### src/hw/rtl/ipm_pkg.sv
// Package for the index pair matcher: table sizes, command and status codes,
// and the command/status structs between controller and datapath.
// Used by every module of the block but ipm_ram; depends on nothing.
package ipm_pkg;

  localparam int unsigned TableDepth = 256;
  localparam int unsigned AddrW      = $clog2(TableDepth);
  localparam int unsigned CountW     = AddrW + 1;
  localparam int unsigned IndexW     = 32;
  localparam int unsigned PairW      = 2 * IndexW;
  localparam int unsigned PosW       = 9;
  localparam int unsigned CmdW       = 2;
  localparam int unsigned StatusW    = 2;

  typedef enum logic [CmdW-1:0] {
    CmdLoad  = 2'd0,
    CmdMatch = 2'd1,
    CmdClear = 2'd2
  } cmd_e;

  typedef enum logic [StatusW-1:0] {
    StOk      = 2'd0,
    StNoMatch = 2'd1,
    StFull    = 2'd2
  } status_e;

  // Commands from the controller to the datapath.
  typedef struct packed {
    logic load;
    logic clear;
    logic nop;
    logic scan_start;
    logic scan_run;
    logic scan_finish;
    logic push;
  } ctrl_t;

  // Status from the datapath to the controller.
  typedef struct packed {
    logic scan_done;
    logic out_free;
  } stat_t;

endpackage

### src/hw/rtl/ipm_ctrl.sv
// Controller state machine of the index pair matcher.
// Depends on ipm_pkg; drives the datapath through ipm_pkg::ctrl_t.
module ipm_ctrl (
  input  logic                      clk_i,
  input  logic                      rst_ni,
  input  logic                      in_valid_i,
  output logic                      in_ready_o,
  input  logic [ipm_pkg::CmdW-1:0]  cmd_i,
  input  ipm_pkg::stat_t            stat_i,
  output ipm_pkg::ctrl_t            ctrl_o
);

  typedef enum logic [2:0] {
    StateIdle = 3'b001,
    StateScan = 3'b010,
    StatePush = 3'b100
  } state_e;

  state_e state_q, state_d;
  logic   accept;

  assign in_ready_o = (state_q == StateIdle);
  assign accept     = in_valid_i && in_ready_o;

  always_comb begin
    state_d = state_q;
    ctrl_o  = '0;
    unique case (state_q)
      StateIdle: begin
        if (accept) begin
          state_d = StatePush;
          unique case (ipm_pkg::cmd_e'(cmd_i))
            ipm_pkg::CmdLoad:  ctrl_o.load  = 1'b1;
            ipm_pkg::CmdClear: ctrl_o.clear = 1'b1;
            ipm_pkg::CmdMatch: begin
              ctrl_o.scan_start = 1'b1;
              state_d           = StateScan;
            end
            default:           ctrl_o.nop   = 1'b1;
          endcase
        end
      end
      StateScan: begin
        ctrl_o.scan_run = 1'b1;
        if (stat_i.scan_done) begin
          ctrl_o.scan_finish = 1'b1;
          state_d            = StatePush;
        end
      end
      StatePush: begin
        if (stat_i.out_free) begin
          ctrl_o.push = 1'b1;
          state_d     = StateIdle;
        end
      end
      default: state_d = StateIdle;
    endcase
  end

  always_ff @(posedge clk_i or negedge rst_ni) begin
    if (!rst_ni) begin
      state_q <= StateIdle;
    end else begin
      state_q <= state_d;
    end
  end

endmodule

### config.mk
export PLATFORM = sky130hd
export DESIGN_NAME = ipm_ctrl
export DESIGN_NICKNAME = d
export VERILOG_FILES = /design/src/hw/rtl/ipm_pkg.sv /design/src/hw/rtl/ipm_ctrl.sv
export SDC_FILE = /design/constraint.sdc
export NUM_CORES = 1
export LEC_CHECK = 0
export BUFFER_PORTS_ARGS = -buffer_cell sky130_fd_sc_hd__buf_2
export CORE_AREA = 2 2 39 41
export DETAILED_ROUTE_END_ITERATION = 12
export DIE_AREA = 0 0 41 43
export PLACE_DENSITY = 0.4
export SYNTH_ARGS = -nofsm -noshare
export SYNTH_HDL_FRONTEND = slang
export SYNTH_SLANG_ARGS = --single-unit
### constraint.sdc
create_clock -name clk_i -period 2.92 [get_ports clk_i]
set_input_delay 0.292 -clock clk_i [delete_from_list [all_inputs] [get_ports clk_i]]
set_output_delay 0.292 -clock clk_i [all_outputs]
set_load 0.01 [all_outputs]
==> reports/metrics.sh, run 1 <==
POWERDENSITY_nW_PER_UM2=671
FINALHOLDVIOLCOUNT=0
NUMCTSBUFFERS=3
SYNTH-SEQ-CELLS=3
DR.PASS1.ITERS=2
LARGESTREGISTERS='state_q (3)'
FINAL_PERIOD_MINUS_WORST_SETUP_SLACK_NS=1.67
CLOCK.FMAX_MHz=598
FINALCLOCKSKEW_NS=0.00285
POWER.SWITCHING_FRACTION=0.327
UNREPAIRED_SETUP_ENDPOINTS_AFTER_GLOBAL_ROUTING='no'
CP_DATA_REQUIRED_TIME_NS=2.63
FINALMAXSLEWVIOLATIONS=0
POWER_REPORT.INTERNAL_TOTAL_mW=0.149
INITIAL_CORE_UTIL=0.147
REG2REG_FROM='state_q[1]$_DFFE_PN0P_'
YOSYSTOPAREACELLSHARE=0.245
AVGROUTEDWIREPERCELL_UM=10.2
NUM_VIAS=240
NUMBER_OF_REMAINING_DRC_ERRORS=0
FINALSETUPVIOLCOUNT=0
PLACEMENT.IO_BUFFERS=14
POST_CTS_RESIZED=0
FRACTION_OF_LAYOUT_CELLS_WITH_A_SIZE_SUFFIX_ABOVE_1=0.526
CRITPATHMAXSTAGEDELAY_NS=0.56
TIMING.CRITICAL_PATH.SLOWEST_STAGE_CELL='dfstp_2'
POST_SYNTH_MAIN_AREA_CONTRIBUTORS='dfrtp_1 (25%), dfstp_2 (13%), nor3b_1 (7.4%), and4bb_1 (6.1%), and4bb_2 (6.1%)'
POST_SYNTHESIS_CELLS=19
VIA_PER_INST=4.44
WORST_HOLD_ENDPOINT='state_q[2]$_DFFE_PN0P_'
PLACEMENT_STAGE_CELL_AREA_UM2=294
VDD_DROP_MAX_mV=0.158
CRITICAL_PATH.CELL_CHAIN='nand4bb_1, nor3b_1, buf_2'
CRITICAL_PATH.MAX_FANOUT=6
DRT_ITER0_DRC=5
NET-SWITCHING-POWER_mW=0.0725
STARTPOINT='state_q[0]$_DFFE_PN1P_'
H-TREE-DEPTH=1
WORSTSETUPPATHTYPE='reg -> out'
YOSYSWARNINGS=0
YOSYS.AREA.TOP_TYPE='dfrtp_1'
CAP_VIOLATIONS=0
GRT_USAGE=0.0816
GLOBALPLACE.CONGESTION=0.616
RUN_STATUS='completed'
GRT_PASS1_VIAS=210
CLOCK_LATENCY_NS=0.23
DESIGN.CORE.AREA_UM2=1380
SEQ_POWER_SHARE=0.336
FIN_WS_NS=1.25
RRSETUPSLACK_NS=1.83
CTS_SINKS=3
DIE_AREA_UM2=1760
AREA.GROWTH.SYNTH_TO_FINAL_PCT=62.0
TOTALNEGATIVESETUPSLACK_NS=0
WORST-R2R-CELL-COUNT=2
MIN_DELAY_PATH_DEPTH=2
ANT_NETS=0
TRITONCTS='done'
IOPINCOUNT=15
DP_WORST_SETUP_SLACK_NS=1.49
P_CLK_FRAC=0.330
NUMBER_OF_CELLS_IN_THE_FINISHED_LAYOUT_APART_FROM_FILLERS=54
FP-ROW-COUNT=14
WORST_MARGIN_PIN_SLEW_NS=0.428
SYNTH_SEQ_AREA_SHARE=0.374
TIMING.SLEW.HEADROOM=0.711
GRT_START_MAX_NET_PINS=7
CRITICAL_PATH_SOURCE_TYPE='flip-flop'
CLOCK_PATH_BUFFERS=2
FINAL_MIN_PERIOD_OVER_CLOCK_PERIOD=0.572
SYNTH_CELL_TYPES=16
GRT_PASS1_WL_UM=862
NETS=46
POWER.SHARE.COMBINATIONAL=0.333
FINALINSTANCEAREA_UM2=330
SYN-MEAN-INSTANCE-AREA_UM2=10.7
CHIPHEIGHT_UM=43
NUMBER_OF_ANTENNA_CELLS_INSERTED=0
GR-TOTAL-OVERFLOW=0
SETUP.WORST_PATH.END_CLASS='output port'
PLACED_CELLS_INCL_TAPS=49
CRITICAL_PATH.REG2REG.ENDPOINT='state_q[2]$_DFFE_PN0P_'
FLOORPLAN.DIE.WIDTH_UM=41
SYN-CELL-AREA_UM2=204
CTS.CLK_SLEW.WORST_PATHS_NS=0.04
DETAILEDPLACEMENTHPWL_UM=431
CLOCK-ROOT-BUFFER='clkbuf_4'
HOLD_PATH_STARTPOINT='stat_i[1]'
DRT-TOTAL-WL_UM=549
HOLDCRITPATHCLASS='in -> reg'
SYN-NUM-NETS=26
REGISTERS.TOP_BY_FF_COUNT='state_q'
GRT_ANTENNA_BEFORE_REPAIR=0
LARGEST_REGISTER_FFS=3
WORSTPATHARRIVAL_NS=1.38
LEAKAGE_nW=0.165
[synthesized netlist by cell type, drive strengths merged]
cell     n
nor3b    3
and4bb   2
dfrtp    2
nor3     2
a221o    1
and2     1
and3     1
dfstp    1
inv      1
nand2b   1
nand4bb  1
nor2     1
nor4b    1
o2bb2ai  1
[through the flow]
| step | hold WS, ns | util | power [mW] |
|---|---|---|---|
| finish | 0.320 | 0.239 | 0.222 |
| global route | 0.325 | 0.239 | 0.241 |
| CTS | 0.311 | 0.239 | 0.227 |
| detailed placement | 0.0905 | 0.212 | 0.148 |
| global placement | 0.0896 | 0.212 | 0.148 |
| floorplan | -0.00359 | - | 0.119 |
[power groups by stage]
stage               Clock (mW)  Sequential, mW  Combinational, mW
floorplan                    0          0.0712             0.0476
global placement             0          0.0752             0.0727
detailed placement           0          0.0745             0.0732
CTS                     0.0777          0.0745             0.0749
global route            0.0815          0.0779             0.0816
finish                  0.0732          0.0745             0.0739
[layout make-up]
cell class                      count  area [um^2]
Fill cell                         153         1050
Multi-Input combinational cell     15          124
Timing Repair Buffer               15         80.1
Sequential cell                     3         76.3
Clock buffer                        4         26.3
Tap cell                           16         20.0
Inverter                            1         3.75
[worst max path at each step]
stage                end  slack, ns  depth (start not counted)
4_1_cts        ctrl_o[5]       1.22                          3
5_1_grt        ctrl_o[5]       1.17                          3
2_1_floorplan  ctrl_o[5]       1.56                          2
6_report       ctrl_o[5]       1.25                          3
3_3_place_gp   ctrl_o[5]       1.53                          3
3_5_place_dp   ctrl_o[5]       1.49                          3
[metal layers]
| layer | vias to the layer above | track usage | part of all wire |
|---|---|---|---|
| met2 | 15 | 0.0813 | 0.39 |
| li1 | 114 | - | - |
| met5 | - | 0 | 0 |
| met3 | 0 | 0.0471 | 0.14 |
| met4 | 0 | 0.100 | 0 |
| met1 | 111 | 0.101 | 0.47 |
[cells in the final DEF, fill, tap and decap left out, drive strengths merged, types with 2 or more instances in the layout]
cell type,n
buf,14
clkbuf,4
nor3b,3
nor3,2
dfrtp,2
and4bb,2
[critical path: cells and delay by family, from the launching register on]
family | cells | cell delay [ns]
buffers and inverters | 1 | 0.16
DFF | 1 | 0.56
and+or+nand+nor | 2 | 0.43
[cells by family after synthesis]
family | count (synthesis) | share of synthesized area
flip-flops | 3 | 0.374
buffers and inverters | 1 | 0.0184
AND/OR/NAND/NOR | 13 | 0.515
AO/OA/AOI/OAI | 2 | 0.0920
[repair_timing]
action	4_1_cts	5_1_grt
endpoints found under the hold margin	2	0
buffers inserted	0	0
hold buffers	1	0
Power figures use the tool's default switching activity.
==> run 2: changes to the inputs <==
PLACE_DENSITY = 0.41   (was 0.4)
clock period = 1.5 ns   (was 2.92 ns; I/O delays follow)
==> run 2 against run 1 <==
The run now ends with setup timing left. Sequential power rose by 100%. Cell area up 12%. Non-clock buffer count rose by 1. Sequential share of layout area fell by 2.6 points. Combinational power rose to 2.7 times the previous value. Clock skew down 0.0028 ns.
==> reports/metrics.sh, run 2 (synthesis results as in run 1) <==
RUN_STATUS='finished, violations left'
FAILED_CHECKS='setup timing'
FIN_WS_NS=-0.00183
AVGROUTEDWIREPERCELL_UM=10.6
FINALMAXSLEWVIOLATIONS=0
AREA.GROWTH.SYNTH_TO_FINAL_PCT=82.2
FINALSETUPVIOLCOUNT=1
FINALCLOCKSKEW_NS=0.0000598
FINISH.UTILIZATION=0.269
LEAKAGE_nW=0.171
DIE_AREA_UM2=1760
HOLDCRITPATHCLASS='in -> reg'
NUM-FILL-CELLS=155
DR.PASS1.ITERS=2
NUM_VIAS=235
GRT_PASS1_WL_UM=917
CRITICAL_PATH_SOURCE_TYPE='flip-flop'
GRT_START_MAX_NET_PINS=7
GROUTE.LAYER.MET2.USAGE=0.109
P_TOTAL_mW=0.491
SETUP.WORST_PATH.END_CLASS='output port'
VIA_PER_INST=4.27
FINAL_CELL_MIX='buf_2 (13), clkbuf_4 (3)'
POWERDENSITY_nW_PER_UM2=1320
FINAL_MIN_PERIOD_OVER_CLOCK_PERIOD=1.00
LARGESTREGISTERS='state_q (3)'
CTS_SINKS=3
LAYOUT_COMMONEST_CELL='buf_2'
CRITICAL_PATH.MAX_FANOUT=4
H-TREE-DEPTH=1
DESIGN.CORE.AREA_UM2=1380
GR-TOTAL-OVERFLOW=0
MULTI_INPUT_AREA_UM2=151
GRT_USAGE=0.0794
FRACTION_OF_LAYOUT_CELLS_WITH_A_SIZE_SUFFIX_ABOVE_1=0.615
ANT_NETS=0
CLOCK_PATH_BUFFERS=2
GRT_ANTENNA_BEFORE_REPAIR=0
NUMCTSBUFFERS=3
NUMBER_OF_REMAINING_DRC_ERRORS=0
CLOCK-ROOT-BUFFER='clkbuf_4'
REGISTERS.TOP_BY_FF_COUNT='state_q'
GRT_PASS1_VIAS=222
TIMING.SLEW.HEADROOM=0.723
DETAILEDPLACEMENTHPWL_UM=425
FP-ROW-COUNT=14
DRT-TOTAL-WL_UM=582
VDD_DROP_MAX_mV=0.379
AREA.SEQUENTIAL_UM2=76.3
CAP_VIOLATIONS=0
IOPINCOUNT=15
FINAL_PERIOD_MINUS_WORST_SETUP_SLACK_NS=1.50
FINALHOLDVIOLCOUNT=0
TRITONCTS='done'
INITIAL_CORE_UTIL=0.147
GR-USAGE-MET1=0.0903
GLOBAL_ROUTE.PEAK_USAGE_LAYER='met2'
FLOORPLAN.DIE.WIDTH_UM=41
LARGEST_REGISTER_FFS=3
WORSTPATHARRIVAL_NS=1.35
WORST_MARGIN_PIN_SLEW_NS=0.410
CLOCK_LATENCY_NS=0.23
CHIPHEIGHT_UM=43
DP_WORST_SETUP_SLACK_NS=0.199
TOTALNEGATIVESETUPSLACK_NS=-0.00183
NETS=47
PLACEMENT.IO_BUFFERS=14
UNREPAIRED_SETUP_ENDPOINTS_AFTER_GLOBAL_ROUTING='yes'
GLOBALPLACE.CONGESTION=0.618
NUMBER_OF_ANTENNA_CELLS_INSERTED=0
CP_DATA_REQUIRED_TIME_NS=1.35
CTS.CLK_SLEW.WORST_PATHS_NS=0.04
GRT.MET3_USAGE=0.0209
DRT_ITER0_DRC=2
CLOCK.FMAX_MHz=666
WORSTSETUPPATHTYPE='reg -> out'
## run 2: path summary, 6_finish.rpt
| path | slack, ns | end | depth (start not counted) | start |
|---|---|---|---|---|
| worst max-delay path | -0.002 | ctrl_o[4] | 3 | state_q[0]$_DFFE_PN1P_ |
| worst min-delay path | 0.17 | state_q[2]$_DFFE_PN0P_ | 2 | stat_i[1] |
| worst max register to register | 0.32 | state_q[2]$_DFFE_PN0P_ | 3 | state_q[0]$_DFFE_PN1P_ |
| worst min register to register | 0.60 | state_q[1]$_DFFE_PN0P_ | 2 | state_q[0]$_DFFE_PN1P_ |
| max in group asynchronous | 1.07 | state_q[0]$_DFFE_PN1P_ | 2 | rst_ni |
| min in group asynchronous | 0.24 | state_q[1]$_DFFE_PN0P_ | 2 | rst_ni |
## run 2: layout make-up
class / count / area share
sequential: 3 / 0.205
clock buffer: 4 / 0.0707
tap: 16 / 0.0539
timing repair buffer: 16 / 0.253
inverter: 1 / 0.0101
multi-input combinational: 15 / 0.407
## run 2: routing by layer
layer  part of all wire  wire length (um)  vias up
met5                  0                 0        -
met4              0.029                17        0
met3               0.13                74        2
met2               0.41               237       16
met1               0.43               253      100
li1                   -                 -      117
## run 2: power by group
part / switching (mW) / internal (mW) / total (mW)
Clock: 0.0443 / 0.0998 / 0.144
Sequential: 0.0368 / 0.113 / 0.150
Combinational: 0.0819 / 0.115 / 0.197
Total: 0.163 / 0.328 / 0.491
## run 2: repair_timing
item | CTS | global route
pin swaps | 2 | 1
endpoints found under the hold margin | 3 | 0
hold buffers | 1 | 0
setup buffers | 1 | 0
cloned | 0 | 0
endpoints found under the setup margin | 3 | 2
resized for setup | 1 | 4
## run 2: per-stage QoR
| stage | cells | area, um^2 | hold slack (ns) |
|---|---|---|---|
| finish | 55 | 372 | 0.173 |
| global route | 55 | 372 | 0.179 |
| CTS | 55 | 354 | 0.170 |
| detailed placement | 49 | 294 | -0.0531 |
| global placement | 49 | 294 | -0.0550 |
| floorplan | 19 | 204 | -0.146 |
## run 2: critical path, stage by stage (launching register included)
cell and delay, ns:
dfstp_2 0.56, and4bb_2 0.27, and3_4 0.19, buf_6 0.09
